===== config.mk =====
export PLATFORM = sky130hd
export DESIGN_NAME = rnb_delay
export DESIGN_NICKNAME = d
export VERILOG_FILES = /design/src/rnb_delay.sv
export SDC_FILE = /design/constraint.sdc
export NUM_CORES = 1
export LEC_CHECK = 0
export BUFFER_PORTS_ARGS = -buffer_cell sky130_fd_sc_hd__buf_2
export CORE_MARGIN = 1
export CORE_UTILIZATION = 51
export CTS_CLUSTER_SIZE = 16
export DETAILED_ROUTE_END_ITERATION = 10
export GPL_TIMING_DRIVEN = 0
export PLACE_DENSITY_LB_ADDON = 0.08
export SLEW_MARGIN = 0
export SYNTH_ARGS = -nofsm -noshare
export SYNTH_HDL_FRONTEND = slang
export SYNTH_SLANG_ARGS = --single-unit

===== constraint.sdc =====
create_clock -name clk -period 0.8 [get_ports clk]
set_input_delay 0.16 -clock clk [delete_from_list [all_inputs] [get_ports clk]]
set_output_delay 0.16 -clock clk [all_outputs]
set_load 0.01 [all_outputs]

===== src/rnb_delay.sv =====
// Enable-gated delay line for side data that rides along a pipeline.
// Depends on nothing.
module rnb_delay #(
  parameter int W = 8,
  parameter int D = 4
) (
  input  logic         clk,
  input  logic         en,
  input  logic [W-1:0] d_i,
  output logic [W-1:0] d_o
);
  logic [W-1:0] tap_r [D];

  always_ff @(posedge clk) begin
    if (en) begin
      tap_r[0] <= d_i;
      for (int k = 1; k < D; k++) begin
        tap_r[k] <= tap_r[k-1];
      end
    end
  end

  assign d_o = tap_r[D-1];
endmodule


==> impl_metrics.csv <==
group,metric,value,unit
floorplanning,die_h,45.41,um
worst_setup_path,crit_family,"flip-flops",
pwr,power_switching,0.0005478,W
floorplanning,dieArea,2062,um2
worst_setup_path,path_class,"reg -> out",
logic_synthesis,syn_nets,42,
sta,post-route-min-period,0.9897,ns
logic_synthesis,syn_inst,32,
flow_run,maxCapViolations,0,
global_route,grt_usage,10.27,%
worst_hold_path,hold_path_end,"tap_r[0][4]$_DFFE_PP_",
worst_setup_path,max_stage_delay,0.37,ns
floorplanning,pin_count,18,
floorplanning,rows,15,
logic_synthesis,synth_edf_count,32,
clock_tree,clkLatencyLatePin,0.31,ns
global_route,grt-ovfl-total,0,
sta,rsz0062_at_grt,"yes",
cells_and_area,syn_to_final_growth,27.21,%
cells_and_area,top_register,"tap_r",
pwr,pwr-share-seq,62.2,%
global_route,antenna_found_initial,0,
logic_synthesis,synth_area,960.9,um2
detailed_routing,num_vias,399,
status,outcome,"complete, but fails checks",
global_route,grt_pass1_wl,1297,um
logic_synthesis,ys.flop_type,"edfxtp_1",
detailed_routing,routed_wl,957,um
status,violations,"negative setup slack",
cells_and_area,fill_cells,113,
detailed_routing,antenna_left,0,
worst_hold_path,min_from,"d_i[4]",
place,placed_cells,74,
cells_and_area,drive_gt1_share,35.94,%
worst_setup_path,critPathRequiredTime,0.64,ns
clock_tree,path_clk_slew,0.09,ns
worst_setup_path,timing.rr.start,"tap_r[0][3]$_DFFE_PP_",
logic_synthesis,synth_commonest_cells,"32 x edfxtp_1",
floorplanning,initial_utilization,55.05,%
clock_tree,cts-resized-gates,0,
sta,final-setup-viol-count,8,
floorplanning,die_w,45.41,um
logic_synthesis,synth_warnings,0,
global_route,grt_pass1_vias,340,
pwr,p_leak,0.4496,nW
sta,setup_slack,-0.1897,ns
detailed_routing,vias_per_cell,4.483,
sta,slew_viol_final,0,
sta,slew_headroom,56.45,%
logic_synthesis,syn_area_per_cell,30.03,um2
detailed_routing,drt-pass1-iter-count,3,
cells_and_area,num-multi-input-gates,0,
logic_synthesis,ys_ff_latch,32,
worst_setup_path,critPathCaptureType,"output port",
clock_tree,cts-root-buf,"clkbuf_4",
cells_and_area,multi_input_area,0,um2
cells_and_area,num_antenna_cells,0,
worst_setup_path,worstPathMaxFanout,1,
place,numPortBuffers,17,
sta,period_share,123.7,%
pwr,peakVddDrop,1.796,mV
logic_synthesis,synth_most_common_cell,"edfxtp_1",
cells_and_area,largestRegisters,"tap_r: 32 flops",
clock_tree,clkSinkCount,32,
worst_setup_path,r2r_setup_slack,0.17,ns
worst_setup_path,crit_buf_inv,1,
cells_and_area,largest_reg_flops,32,
detailed_routing,wire_per_inst,10.75,um
logic_synthesis,async_flop_share,0,%
sta,fin_skew,0.004742,ns
clock_tree,cts_made_buffers,5,
worst_setup_path,r2r_end,"tap_r[1][3]$_DFFE_PP_",
sta,fmax,1010,MHz
cells_and_area,fin_util,70.04,%
worst_setup_path,r2r_cells,0,
sta,worst_pin_slew,0.6533,ns
logic_synthesis,seq_area_frac_synth,100.0,%
pwr,power-per-cell-area,2626,nW/um2
logic_synthesis,synthDistinctLibCells,1,
worst_hold_path,hold_depth,1,
worst_setup_path,cp_data_arrival_time,0.83,ns
worst_hold_path,min_path_type,"in -> reg",
pwr,p_sw_share,17.06,%
clock_tree,cts_htree_levels,2,
cells_and_area,final-instance-count-excl-fill,89,
clock_tree,cts_tree,"done",
pwr,intPower,0.002663,W
pwr,pwr-share-comb,3.3,%
global_route,grt_max_degree,33,
logic_synthesis,synth_area_leader_cell,"edfxtp_1",
place,place_congestion,0.6086,
sta,hold_viol_final,0,
worst_setup_path,crit_chain,"buf_2",
floorplanning,core_area,1745,um2
logic_synthesis,synth_top_area_share,100.0,%
cells_and_area,nets,73,
clock_tree,cts_max_path_buffers,2,
worst_setup_path,start_kind,"flip-flop",
logic_synthesis,synthTopCellsByArea,"edfxtp_1 100%",
detailed_routing,drc_errors,0,
pwr,clkPwrFrac,34.5,%
worst_setup_path,cpMaxStageDelayCell,"edfxtp_1",
detailed_routing,drt_iter0_markers,13,
layer usage:
layer | GRT usage, % | up-vias | wire (um)
li1 | - | 192 | -
met1 | 8.934 | 184 | 369
met2 | 16.29 | 23 | 509
met3 | 8.333 | 0 | 78
met4 | 5.455 | 0 | 0
met5 | 0 | - | 0
how the worst max path moves through the flow:
stage	startpoint	end	slack (ns)	depth (start not counted)
2_1_floorplan	tap_r[0][0]$_DFFE_PP_	tap_r[1][0]$_DFFE_PP_	0.21	0
3_3_place_gp	en	tap_r[3][4]$_DFFE_PP_	-0.21	1
3_5_place_dp	en	tap_r[3][2]$_DFFE_PP_	-0.27	1
4_1_cts	tap_r[3][3]$_DFFE_PP_	d_o[3]	-0.22	1
5_1_grt	tap_r[3][2]$_DFFE_PP_	d_o[2]	-0.24	1
6_report	tap_r[3][3]$_DFFE_PP_	d_o[3]	-0.19	1
final cells by class:
cell class / instances / area [um2] / share of cell area, %
Sequential cell: 32 / 960.9 / 78.61
Timing Repair Buffer: 24 / 155.1 / 12.69
Clock buffer: 5 / 37.54 / 3.071
Clock inverter: 3 / 37.54 / 3.071
Tap cell: 25 / 31.28 / 2.559
cell usage in the layout, fill, tap and decap left out, drive strengths merged:
cell and instances:
clkbuf 5, clkinv 2, buf 17, bufinv 1, dlygate4sd3 7, edfxtp 32
cell families (layout without fill, tap and decap cells):
group                  after synthesis  after routing  share of synthesized area (%)
buffers and inverters                0             32                              0
flip-flops                          32             32                          100.0
metrics by stage:
step	setup WS [ns]	hold WS [ns]	power, W	setup TNS (ns)	cell area [um2]
5_1_grt	-0.2417	0.0001787	0.003348	-1.882	1222
2_1_floorplan	0.2112	0.2589	0.002043	0	960.9
3_3_place_gp	-0.2084	0.3378	0.002106	-6.643	1077
4_1_cts	-0.2210	0.002899	0.003236	-1.624	1152
3_5_place_dp	-0.2673	0.3387	0.002121	-8.529	1077
6_report	-0.1897	0.01982	0.003210	-1.428	1222
power by group through the flow:
stage | logic (W) | clock network, W | registers (W)
final | 0.000106 | 0.00111 | 0.00200
after global routing | 0.000116 | 0.00123 | 0.00201
after CTS | 0.0000814 | 0.00115 | 0.00200
after detailed placement | 0.0000816 | 0 | 0.00204
after global placement | 0.0000780 | 0 | 0.00203
after floorplan | 0 | 0 | 0.00204
repair_timing:
item | in CTS | in global routing
endpoints found under the hold margin | 0 | 7
setup endpoints to repair | 8 | 8
buffers inserted | 0 | 0
hold buffers | 0 | 7
No activity file was read; power rests on OpenSTA's default activity.
