### src/rnb_isqrt_pipe.sv
// Pipelined integer square root, one result bit per stage.
// Depends on nothing.
module rnb_isqrt_pipe #(
  parameter int W = 58
) (
  input  logic             clk,
  input  logic             en,
  input  logic [W-1:0]     x_i,
  output logic [W/2-1:0]   root_o
);
  localparam int R  = W / 2;
  localparam int RW = R + 4;

  logic [W-1:0]  x_r [R];
  logic [RW-1:0] rem_r [R];
  logic [R-1:0]  root_r [R];
  logic [W-1:0]  x_nxt [R];
  logic [RW-1:0] rem_nxt [R];
  logic [R-1:0]  root_nxt [R];

  always_comb begin
    logic [W-1:0]  xs;
    logic [RW-1:0] rs;
    logic [R-1:0]  qs;
    logic [RW-1:0] cat;
    logic [RW-1:0] trial;
    for (int k = 0; k < R; k++) begin
      if (k == 0) begin
        xs = x_i;
        rs = '0;
        qs = '0;
      end else begin
        xs = x_r[k-1];
        rs = rem_r[k-1];
        qs = root_r[k-1];
      end
      cat   = {rs[RW-3:0], xs[W-1:W-2]};
      trial = {2'b00, qs, 2'b01};
      x_nxt[k] = {xs[W-3:0], 2'b00};
      if (cat >= trial) begin
        rem_nxt[k]  = cat - trial;
        root_nxt[k] = {qs[R-2:0], 1'b1};
      end else begin
        rem_nxt[k]  = cat;
        root_nxt[k] = {qs[R-2:0], 1'b0};
      end
    end
  end

  always_ff @(posedge clk) begin
    if (en) begin
      for (int k = 0; k < R; k++) begin
        x_r[k]    <= x_nxt[k];
        rem_r[k]  <= rem_nxt[k];
        root_r[k] <= root_nxt[k];
      end
    end
  end

  assign root_o = root_r[R-1];
endmodule

### config.mk
export PLATFORM = sky130hd
export DESIGN_NAME = rnb_isqrt_pipe
export DESIGN_NICKNAME = d
export VERILOG_FILES = /design/src/rnb_isqrt_pipe.sv
export SDC_FILE = /design/constraint.sdc
export NUM_CORES = 2
export LEC_CHECK = 0
export BUFFER_PORTS_ARGS = -buffer_cell sky130_fd_sc_hd__buf_2
export CAP_MARGIN = 20
export CORE_ASPECT_RATIO = 2
export CORE_UTILIZATION = 50
export DETAILED_ROUTE_END_ITERATION = 6
export PLACE_DENSITY = 0.66
export REMOVE_ABC_BUFFERS = 1
export SLEW_MARGIN = 10
export SYNTH_ARGS = -nofsm -noshare
export SYNTH_HDL_FRONTEND = slang
export SYNTH_SLANG_ARGS = --single-unit
### constraint.sdc
create_clock -name clk -period 4.25 [get_ports clk]
set_input_delay 0.2125 -clock clk [delete_from_list [all_inputs] [get_ports clk]]
set_output_delay 0.2125 -clock clk [all_outputs]
set_load 0.005 [all_outputs]
==> metrics.txt <==
Remaining DRCs=0; complex-gate fraction of the synthesized area=0.09060; multiplexer area fraction after synthesis=0.01169; fraction of met2 tracks used by global routing=0.4841; Ports=89; GRT Util Overall=0.2268; Vias per Instance=5.612; result of the run=finished, final reports clean; CTS Root Cell=clkbuf_16; Core ar.=191100 µm²; global route overflow=0; classification of the worst-slack hold path=primary input to register; worst endpoint required time=4780 ps; number of buffers created by CTS=188; largest net degree at the start of global routing=140; power density of the placed cells=519.1 nW/µm²; Routed WL per cell=21.29 µm; global routing's busiest layer=met2; list of cells traversed by the critical path=inv_1 > ha_1 > nand2b_1 > a21oi_1 > o41ai_1 > buf_4 > o31ai_1 > buf_4 > a221o_1 > a2111oi_0 > nor3_1 > a211oi_1 > o31ai_1; Worst-path clk slew=60 ps; first-pass iteration count of the detailed router=7; Final Slew Violations=0; DP Worst Slack=131.1 ps; Crit path arrival time=4680 ps; hold violation count in the final report=0; number of port buffers=88; number of violations reported at the end of detailed-routing iteration 0=3263; floorplan die area=194200 µm²; # setup viols final=0; Antenna Violating Nets Remaining=0; count of vias placed by the detailed router=58900; Finished Layout Cells=10495; via count of the first global-routing pass=61771; peak supply drop=0.3926 mV; predominant post-synthesis flop cell=edfxtp_1; number of flops mapped to enable cells by yosys=2072; main combinational cell family by area after synthesis=simple AND/OR/NAND/NOR gates; leakage power=41.12 nW; Max Cap Viol=0; number of fill cells in the layout=15304; simple-gate share of the synthesized area=0.1005; sum of net half-perimeters after detailed placement=167900 µm; synthesized-area fraction occupied by xor and xnor cells=0.06176; syn avg cell area=13.02 µm²; layout cell share with drive strength beyond 1=0.08992; flip-flop and latch area=62220 µm²; synthesized flop and latch total=2072; setup repair after global routing missed its margin=false; Worst setup SP type=register; footprint of the multi-input gates=31320 µm²; final standard cell utilization of the core=0.5657; peak clock frequency supported by timing=0.2410 GHz; worst rel slew slack=0.3593; maximum buffer depth of the clock tree=4; htree depth=4; Syn Std Cell Area=96150 µm²; fraction of the yosys area taken by sequential cells=0.6471; kind of critical path=register to register; DIE WIDTH=312.1 µm; met1 track demand over resource in global routing=0.1647; Clock Latency Late Sink=860 ps; post-CTS repair timing setup buffer count=0; setup TNS=0 ps; proportion of synthesized flip-flops having asynchronous set or reset=0; number of cells in the design after placement=10074; worst-case clock skew=70.73 ps; antenna violations before repair=4; clock tree from TritonCTS=done; count of mapped cells out of synthesis=7386; row cnt=227; kind of end point of the critical path=register; critical path's slowest cell=nor3_1; PnR worst setup slack=100.6 ps; number of distinct library cells after synthesis=93; post-layout min period=4149 ps; initial core utilization=0.5030; Total Routed Length=223400 µm; met3 Resource Use GR=0.02324; final net count=8349; die height=622.2 µm; sinks on the clock net=2072; wire length of the first global-routing pass=334500 µm; crit-path max cell delay=800 ps; critical path fanouts, max=4; Yosys warning total=0; Least-Margin Pin Slew=953.7 ps; Final Cycle Share=0.9763; gp weighted congestion=1.005; area added between synthesis and finish=12.47%; synthesized-area fraction occupied by adder cells=0.06051
-- metrics by stage --
step	hold WS [ps]	power, W	area (µm²)
after floorplan	311.4	0.03481	95640
after global placement	389.0	0.03911	101300
after detailed placement	390.6	0.03938	101300
after CTS	0.2467	0.05650	108100
after global routing	19.06	0.05840	108100
final	56.32	0.05614	108100
-- kinds of logic after synthesis --
kind of cell | count (synthesis)
compound gates | 1406
fa+ha+maj | 465
other cells | 1
simple gates | 1956
buf+inv | 707
mux | 101
flops | 2072
xor+xnor | 678
-- Yosys cell counts, types with 19 or more instances --
cell      count  share of area
a211oi_1     31         0.0024
a21boi_0     22         0.0017
a21o_1      151          0.012
a21oi_1     460          0.024
a31oi_1      43         0.0028
and2_1       30         0.0020
and3_1       32         0.0021
clkbuf_1    108         0.0042
edfxtp_1   2072           0.65
ha_1        465          0.061
inv_1       574          0.022
mux2_2       87          0.010
nand2_1     471          0.018
nand2b_1     85         0.0055
nand3_1     152         0.0079
nand3b_1     32         0.0025
nand4_1      69         0.0045
nor2_1      511          0.020
nor2b_1      67         0.0044
nor3_1      176         0.0092
nor3b_1      19         0.0015
nor4_1       84         0.0055
o211ai_1     29         0.0023
o21a_1       75         0.0059
o21ai_0     342          0.018
o21bai_1     42         0.0033
o31ai_1      56         0.0044
or2_2        31         0.0020
or3_1        86         0.0056
or4_1        57         0.0045
xnor2_1     375          0.034
xor2_1      303          0.028
-- worst max-delay path: cells and delay by family (launching register included) --
| family | cells | cell delay [ps] |
|---|---|---|
| AOI/OAI and AO/OA | 7 | 1730 |
| and+or+nand+nor | 2 | 990 |
| buffers and inverters | 3 | 440 |
| DFF | 1 | 420 |
| adders and majority gates | 1 | 240 |
-- sequential cells by signal, indices dropped and copies added, names as in the netlist --
signal  cells
root_r    435
rem_r     825
x_r       812
-- final timing paths --
| check | start | to | slack, ps | cells past startpoint |
|---|---|---|---|---|
| worst max-delay path | x_r[1][390]$_DFFE_PP_ | rem_r[1][253]$_DFFE_PP_ | 100 | 13 |
| worst min-delay path | x_i[53] | x_r[0][53]$_DFFE_PP_ | 60 | 2 |
| worst max register to register | x_r[1][390]$_DFFE_PP_ | rem_r[1][253]$_DFFE_PP_ | 100 | 13 |
| worst min register to register | x_r[1][50]$_DFFE_PP_ | x_r[1][108]$_DFFE_PP_ | 370 | 0 |
-- placed cells by master (no fill, tap or decap), types with 22 or more instances in the layout --
cell and n:
buf_12 33, dlygate4sd3_1 79, clkbuf_16 190, or2_2 31
nand4_1 69, a21o_1 151, or4_1 57, a21boi_0 22
inv_1 574, a31oi_1 42, nand2b_1 85, o21bai_1 42
nand3_1 152, xor2_1 303, a211oi_1 30, buf_2 87
ha_1 465, xnor2_1 375, buf_4 179, nor4_1 83
clkbuf_1 32, mux2_2 87, clkinv_1 29, nand3b_1 32
a21oi_1 459, o21ai_0 342, nor2b_1 67, bufinv_16 22
nand2_1 471, and2_1 30, or3_1 86, o211ai_1 29
o21a_1 75, and3_1 32, nor3_1 176, nor2_1 511
clkinv_2 30, o31ai_1 56, edfxtp_1 2072
-- metal layers --
layer / vias up / part of all wire
met2: 1300 / 0.61
met4: 0 / 0.095
li1: 28145 / -
met3: 767 / 0.024
met5: - / 0
met1: 28688 / 0.28
-- layout make-up --
cell class / instances / share of cell area
Sequential cell: 2072 / 0.5754
Multi-Input combinational cell: 4607 / 0.2896
Clock buffer: 222 / 0.04508
Timing Repair Buffer: 378 / 0.02987
Tap cell: 2519 / 0.02915
Inverter: 577 / 0.02003
Clock inverter: 107 / 0.01059
Antenna cell: 13 / 0.0003008
-- timing repair --
item,CTS,global route
gates resized for setup,0,1
setup endpoints to repair,0,1
hold endpoints to repair,125,0
hold buffers,79,0
-- where the power goes --
part           internal (W)  leakage, nW  switching (W)  total, W
combinational       0.00487         18.3        0.00709    0.0120
sequential           0.0256         19.9        0.00156    0.0272
clock               0.00954         2.92        0.00743    0.0170
total                0.0401         41.1         0.0161    0.0561
No activity file was read; power rests on OpenSTA's default activity.
