$ cat src/rnb_pkg.sv
// Shared constants and types for the radial normal blend pipeline.
// No dependencies; the files that use it refer to it by scoped names.
package rnb_pkg;

  localparam int COORD_W  = 20;     // signed Q12.8 coordinate
  localparam int PIVOT_W  = 3 * COORD_W;
  localparam int NORM_W   = 16;     // signed Q1.14 component
  localparam int UNIT_ONE = 16384;  // 1.0 in Q1.14
  localparam int Q_W      = 15;     // quotient bits before clamping
  localparam int DIV_LAT  = Q_W + 1;

  // First normalization: per-group difference vector.
  localparam int MAG1_W = COORD_W;        // |v - p| magnitude
  localparam int SQS1_W = 2 * MAG1_W + 2; // sum of three squares
  localparam int SQ1_W  = SQS1_W + 16;    // sqrt operand
  localparam int L1_W   = SQ1_W / 2;
  localparam int N1_W   = MAG1_W + 22 + 1;

  // Second normalization: blended sum.
  localparam int SUM_W  = 18;             // up to four unit vectors
  localparam int MAG2_W = SUM_W - 1;
  localparam int SQS2_W = 2 * MAG2_W;
  localparam int SQ2_W  = SQS2_W + 20;
  localparam int L2_W   = SQ2_W / 2;
  localparam int N2_W   = MAG2_W + 24 + 1;

  localparam int LANE_LAT = 5 + L1_W + DIV_LAT;
  localparam int TOTAL_LAT = LANE_LAT + 6 + L2_W + DIV_LAT;

  localparam int CFG_IDX_W = 3;
  localparam logic [CFG_IDX_W-1:0] REG_GROUP_ENABLE = 3'd0;
  localparam logic [CFG_IDX_W-1:0] REG_PIVOT_0      = 3'd1;
  localparam logic [CFG_IDX_W-1:0] REG_PIVOT_1      = 3'd2;
  localparam logic [CFG_IDX_W-1:0] REG_PIVOT_2      = 3'd3;
  localparam logic [CFG_IDX_W-1:0] REG_PIVOT_3      = 3'd4;

  typedef struct packed {
    logic                   nz;
    logic [2:0]             sgn;
    logic [2:0][MAG1_W-1:0] mag;
  } lane_side_t;

  typedef struct packed {
    logic                   found;
    logic [2:0]             sgn;
    logic [2:0][MAG2_W-1:0] mag;
  } blend_side_t;

  typedef struct packed {
    logic nz;
    logic [2:0] sgn;
  } sign_side_t;

endpackage

$ cat src/rnb_div_pipe.sv
// Pipelined restoring divider with the quotient clamped to the Q1.14 unit.
// Depends on rnb_pkg for the quotient width and the clamp value.
module rnb_div_pipe #(
  parameter int NW = 43,
  parameter int DW = 29
) (
  input  logic                     clk,
  input  logic                     en,
  input  logic [NW-1:0]            num_i,
  input  logic [DW-1:0]            den_i,
  output logic [rnb_pkg::Q_W-1:0]  quo_o
);
  localparam int QW = rnb_pkg::Q_W;
  localparam int PW = DW + QW;
  localparam int CW = ((NW > PW) ? NW : PW) + 1;

  logic [CW-1:0] rem_r [QW+1];
  logic [DW-1:0] den_r [QW+1];
  logic [QW-1:0] q_r [QW+1];
  logic          ovf_r [QW+1];
  logic [CW-1:0] rem_nxt [QW+1];
  logic [DW-1:0] den_nxt [QW+1];
  logic [QW-1:0] q_nxt [QW+1];
  logic          ovf_nxt [QW+1];
  logic [CW-1:0] lim;

  // Quotient exceeds the unit exactly when num >= (UNIT_ONE + 1) * den.
  assign lim = (CW'(den_i) << (QW - 1)) + CW'(den_i);

  always_comb begin
    logic [CW-1:0] sub;
    logic          ge;
    for (int k = 0; k <= QW; k++) begin
      if (k == 0) begin
        rem_nxt[k] = CW'(num_i);
        den_nxt[k] = den_i;
        q_nxt[k]   = '0;
        ovf_nxt[k] = (CW'(num_i) >= lim);
      end else begin
        sub = CW'(den_r[k-1]) << (QW - k);
        ge  = (rem_r[k-1] >= sub);
        rem_nxt[k] = ge ? (rem_r[k-1] - sub) : rem_r[k-1];
        den_nxt[k] = den_r[k-1];
        q_nxt[k]   = {q_r[k-1][QW-2:0], ge};
        ovf_nxt[k] = ovf_r[k-1];
      end
    end
  end

  always_ff @(posedge clk) begin
    if (en) begin
      for (int k = 0; k <= QW; k++) begin
        rem_r[k] <= rem_nxt[k];
        den_r[k] <= den_nxt[k];
        q_r[k]   <= q_nxt[k];
        ovf_r[k] <= ovf_nxt[k];
      end
    end
  end

  assign quo_o = ovf_r[QW] ? QW'(rnb_pkg::UNIT_ONE) : q_r[QW];
endmodule

$ cat config.mk
export PLATFORM = sky130hd
export DESIGN_NAME = rnb_div_pipe
export DESIGN_NICKNAME = d
export VERILOG_FILES = /design/src/rnb_pkg.sv /design/src/rnb_div_pipe.sv
export SDC_FILE = /design/constraint.sdc
export NUM_CORES = 2
export LEC_CHECK = 0
export BUFFER_PORTS_ARGS = -buffer_cell sky130_fd_sc_hd__buf_2
export CAP_MARGIN = 20
export CELL_PAD_IN_SITES_DETAIL_PLACEMENT = 1
export CELL_PAD_IN_SITES_GLOBAL_PLACEMENT = 2
export CORE_MARGIN = 3
export CORE_UTILIZATION = 44
export CTS_CLUSTER_DIAMETER = 80
export CTS_CLUSTER_SIZE = 24
export DETAILED_ROUTE_END_ITERATION = 8
export PLACE_DENSITY_LB_ADDON = 0.1
export SLEW_MARGIN = 25
export SYNTH_ARGS = -nofsm -noshare
export SYNTH_HDL_FRONTEND = slang
export SYNTH_SLANG_ARGS = --single-unit
$ cat constraint.sdc
create_clock -name clk -period 6.25 [get_ports clk]
set_input_delay 1.875 -clock clk [delete_from_list [all_inputs] [get_ports clk]]
set_output_delay 1.875 -clock clk [all_outputs]
set_load 0.1 [all_outputs]
==> summary.md <==
| Metric | Value |
|---|---|
| CP startpoint kind | `input port` |
| Final Power | `0.0326 W` |
| Post-route cell area | `75400 µm²` |
| Post-route antenna net violation count | `0` |
| Most used cell, CP | `a21o_1` |
| Worst Path Required | `between 6 and 7 ns` |
| CP cell instances | `buf_2 -> ha_1 -> buf_4 -> a21o_1 -> a21oi_1 -> o21ai_0 -> a2bb2oi_1 -> a311oi_1 -> a211o_1 -> a21o_1 -> a21oi_1 -> buf_4 -> nor3_1 -> xnor2_1 -> ha_1 -> a21o_1 -> a21o_1 -> a211oi_1 -> o211ai_1 -> o221a_2 -> nor3_1 -> a31oi_1` |
| Clock Pin Slew Worst Setup and Hold Paths | `about 0.08 ns` |
| FF-to-FF Start | `den_r[1][29]` |
| Crit path launch | `den_i[0]` |
| Vias per inst | `~5.4` |
| Relative slew slack | `between 20% and 30%` |
| Post-DP HPWL | `approximately 140 mm` |
| Status | `complete, no violations` |
| Met3 Track Usage GR | `between 2 and 2.5%` |
| Nets | `approximately 6800` |
| Top-level port count | `89` |
| Buffers on Ports | `between 80 and 90` |
| Mapped Cells | `6130` |
| Slowest cell on the critical path | `a2bb2oi_1` |
| Global routing's busiest layer | `met2` |
| Crit share post-route | `88.7%` |
| Setup Viol. Count Final | `0` |
| # diodes | `0` |
| Primary FF master, synth | `edfxtp_1` |
| Worst Setup End Kind | `register` |
| Yosys warns | `0` |
| Area grow syn2layout | `9.24%` |
| CTS Root Cell | `clkbuf_16` |
| Ys async rst share | `0%` |
| DR WL/cell | `between 20 and 25 µm` |
| F_max | `between 0.15 and 0.2 GHz` |
| Remaining Overflow, GRT | `0` |
| Peak supply drop | `between 0.0002 and 0.00025 V` |
| Post-cts hold buffer count | `0` |
| H-tree Lvls | `3` |
| Final Max Tran Viols | `0` |
| Total CTS buffers | `88` |
| WP data arrival | `between 5 and 6 ns` |
| Layout cell share with drive strength beyond 1 | `about 7.6%` |
| Static Leak | `approximately 30 nW` |
| #FFs+latches synth | `approximately 1200` |
| Hold_sp | `q_r[1][85]` |
| DP Area | `between 70000 and 80000 µm²` |
| M1 GR Usage | `19.3%` |
| Die H | `402 µm` |
| Syn Area/Cell | `between 10 and 15 µm²` |
| RSZ-0062 raised after global routing | `no` |
| Unique masters post-synth | `89` |
| Total core area | `155000 µm²` |
| CTS tree | `done` |
| Vias in the first global route | `49600` |
| Clk sink count | `1244` |
| Final setup skew | `around 0.027 ns` |
| Seq/Total Area, Yosys | `between 50 and 60%` |
| Crit path kind | `input port to register` |
| Largest net degree at the start of global routing | `144` |
| Synthesized area | `around 69000 µm²` |
| Die Width | `roughly 400 µm` |
| Num rows | `around 140` |
| Initial antenna violation count | `1` |
| Worst Max-Slew Pin Slew | `around 1.2 ns` |
| Clock latency on the worst-skew pair | `about 0.7 ns` |
| Met2 usage in global routing | `between 40% and 50%` |
| CTS resizes | `0` |
| Post-Route WL | `170 mm` |
| Global-route wire length before repair | `between 200 and 300 mm` |
| GPL Wtd Cong | `~0.90` |
| Final Hold Violating Endpoints | `0` |
| Setup bufs post-CTS | `0` |
| Tmin final | `between 5 and 6 ns` |
| HP Class | `register to register` |
| Critical path's largest stage delay | `between 0.3 and 0.4 ns` |
| DRC errors left | `0` |
| Max Cap Viol | `0` |
| Crit Path Max Fanout | `3` |
| Routed vias | `45600` |
| Post-synth EDFFs | `1244` |
| Die footprint | `between 150000 and 200000 µm²` |
| Gr usage total | `21.0%` |
| Post-Syn Nets | `~6700` |
| PwrDens | `between 400 and 500 nW/µm²` |
| Initial drt markers | `~2200` |
| Starting Density | `approximately 45%` |
| CTS Buffer Depth | `3` |
| FILL cells | `between 15000 and 20000` |
| Drt first pass iters | `5` |
==> routing by layer <==
layer  up-vias  routed length [µm]
met5         -                   0
met4         0                9400
met3       295                3290
met2       462               98200
met1     22100               59200
li1      22700                   -
==> cells by family after synthesis <==
kind of cell	count (synthesis)	synth area share [%]
DFF	1244	54.1
AOI/OAI and AO/OA	1534	13.9
buffers and inverters	711	3.91
and+or+nand+nor	1551	10.9
adders and majority gates	508	9.38
xor gates and xnor gates	487	6.18
muxes	95	1.54
==> worst max-delay path, delay by kind of cell <==
| family | cells | cell delay (ns) |
|---|---|---|
| buffers and inverters | 3 | 0.43 |
| AOI/OAI and AO/OA | 14 | 2.81 |
| xor gates and xnor gates | 1 | 0.13 |
| and+or+nand+nor | 2 | 0.25 |
| adders and majority gates | 2 | 0.49 |
==> placed cells by master (no fill, tap or decap), drive strengths merged, types with 38 or more instances in the layout <==
cell type,n
nor3,99
mux2,89
xor2,204
o21ai,346
and3,44
nor4,71
nor2,401
nor2b,76
nand2b,72
nand4,93
a211oi,38
nand3,105
buf,166
a21o,225
o21bai,54
a31oi,54
o21a,55
edfxtp,1244
nand2,434
xnor2,283
inv,615
clkbuf,94
a21oi,517
ha,493
==> stage by stage <==
step / setup slack, ns / hold slack, ns / utilization [%] / cells / TNS (ns)
after detailed placement: -0.0800 / 0.405 / 46.6 / 8205 / -0.0800
after global routing: 0.328 / 0.429 / 48.6 / 8365 / 0
after floorplan: 0.595 / 0.400 / - / 6130 / 0
after CTS: 0.685 / 0.423 / 48.6 / 8365 / 0
final: 0.706 / 0.422 / 48.6 / 8365 / 0
after global placement: -0.0556 / 0.401 / 46.6 / 8205 / -0.0556
==> final cells by class <==
class,instances,area [µm²],area share (%)
clock buffer,94,2290,3.04
clock inverter,66,867,1.15
inverter,576,2160,2.87
multi-input combinational,4175,29000,38.5
sequential,1244,37400,49.6
tap,2044,2560,3.39
timing repair buffer,166,1130,1.50
==> power by group <==
part,internal (W),switching [W],total (W)
Sequential,0.0118,0.00113,0.0129
Clock,0.00320,0.00321,0.00641
Combinational,0.00562,0.00761,0.0132
Total,0.0206,0.0119,0.0326
==> Yosys cell counts, drive strengths merged (19+ instances only) <==
| cell type | count | area share, % |
|---|---|---|
| edfxtp | 1244 | 54 |
| inv | 576 | 3.1 |
| a21oi | 517 | 3.8 |
| ha | 493 | 8.9 |
| nand2 | 434 | 2.4 |
| nor2 | 401 | 2.2 |
| o21ai | 346 | 2.5 |
| xnor2 | 283 | 3.6 |
| a21o | 225 | 2.4 |
| xor2 | 204 | 2.6 |
| nand3 | 105 | 0.76 |
| nor3 | 99 | 0.72 |
| clkbuf | 96 | 0.52 |
| nand4 | 93 | 0.84 |
| mux2 | 89 | 1.5 |
| nor2b | 76 | 0.69 |
| nand2b | 72 | 0.65 |
| nor4 | 71 | 0.66 |
| o21a | 55 | 0.60 |
| a31oi | 54 | 0.49 |
| o21bai | 54 | 0.59 |
| and3 | 44 | 0.40 |
| buf | 39 | 0.26 |
| a211oi | 38 | 0.42 |
| or3 | 36 | 0.33 |
| o211ai | 34 | 0.37 |
| o31ai | 29 | 0.32 |
| or2 | 23 | 0.21 |
| a21boi | 20 | 0.22 |
| and2 | 19 | 0.17 |
==> flip-flops by register name, indices dropped and copies added (netlist names) <==
register  cells
q_r         120
rem_r       673
den_r       435
ovf_r        16
==> path summary, 6_finish.rpt <==
check | to | slack (ns) | depth (start not counted)
worst max-delay path | ovf_r[0][0] | 0.71 | 22
worst min-delay path | q_r[1][101] | 0.42 | 0
worst max register to register | rem_r[1][128] | 1.64 | 13
worst min register to register | q_r[1][101] | 0.42 | 0
(Power assumes the default switching activity.)
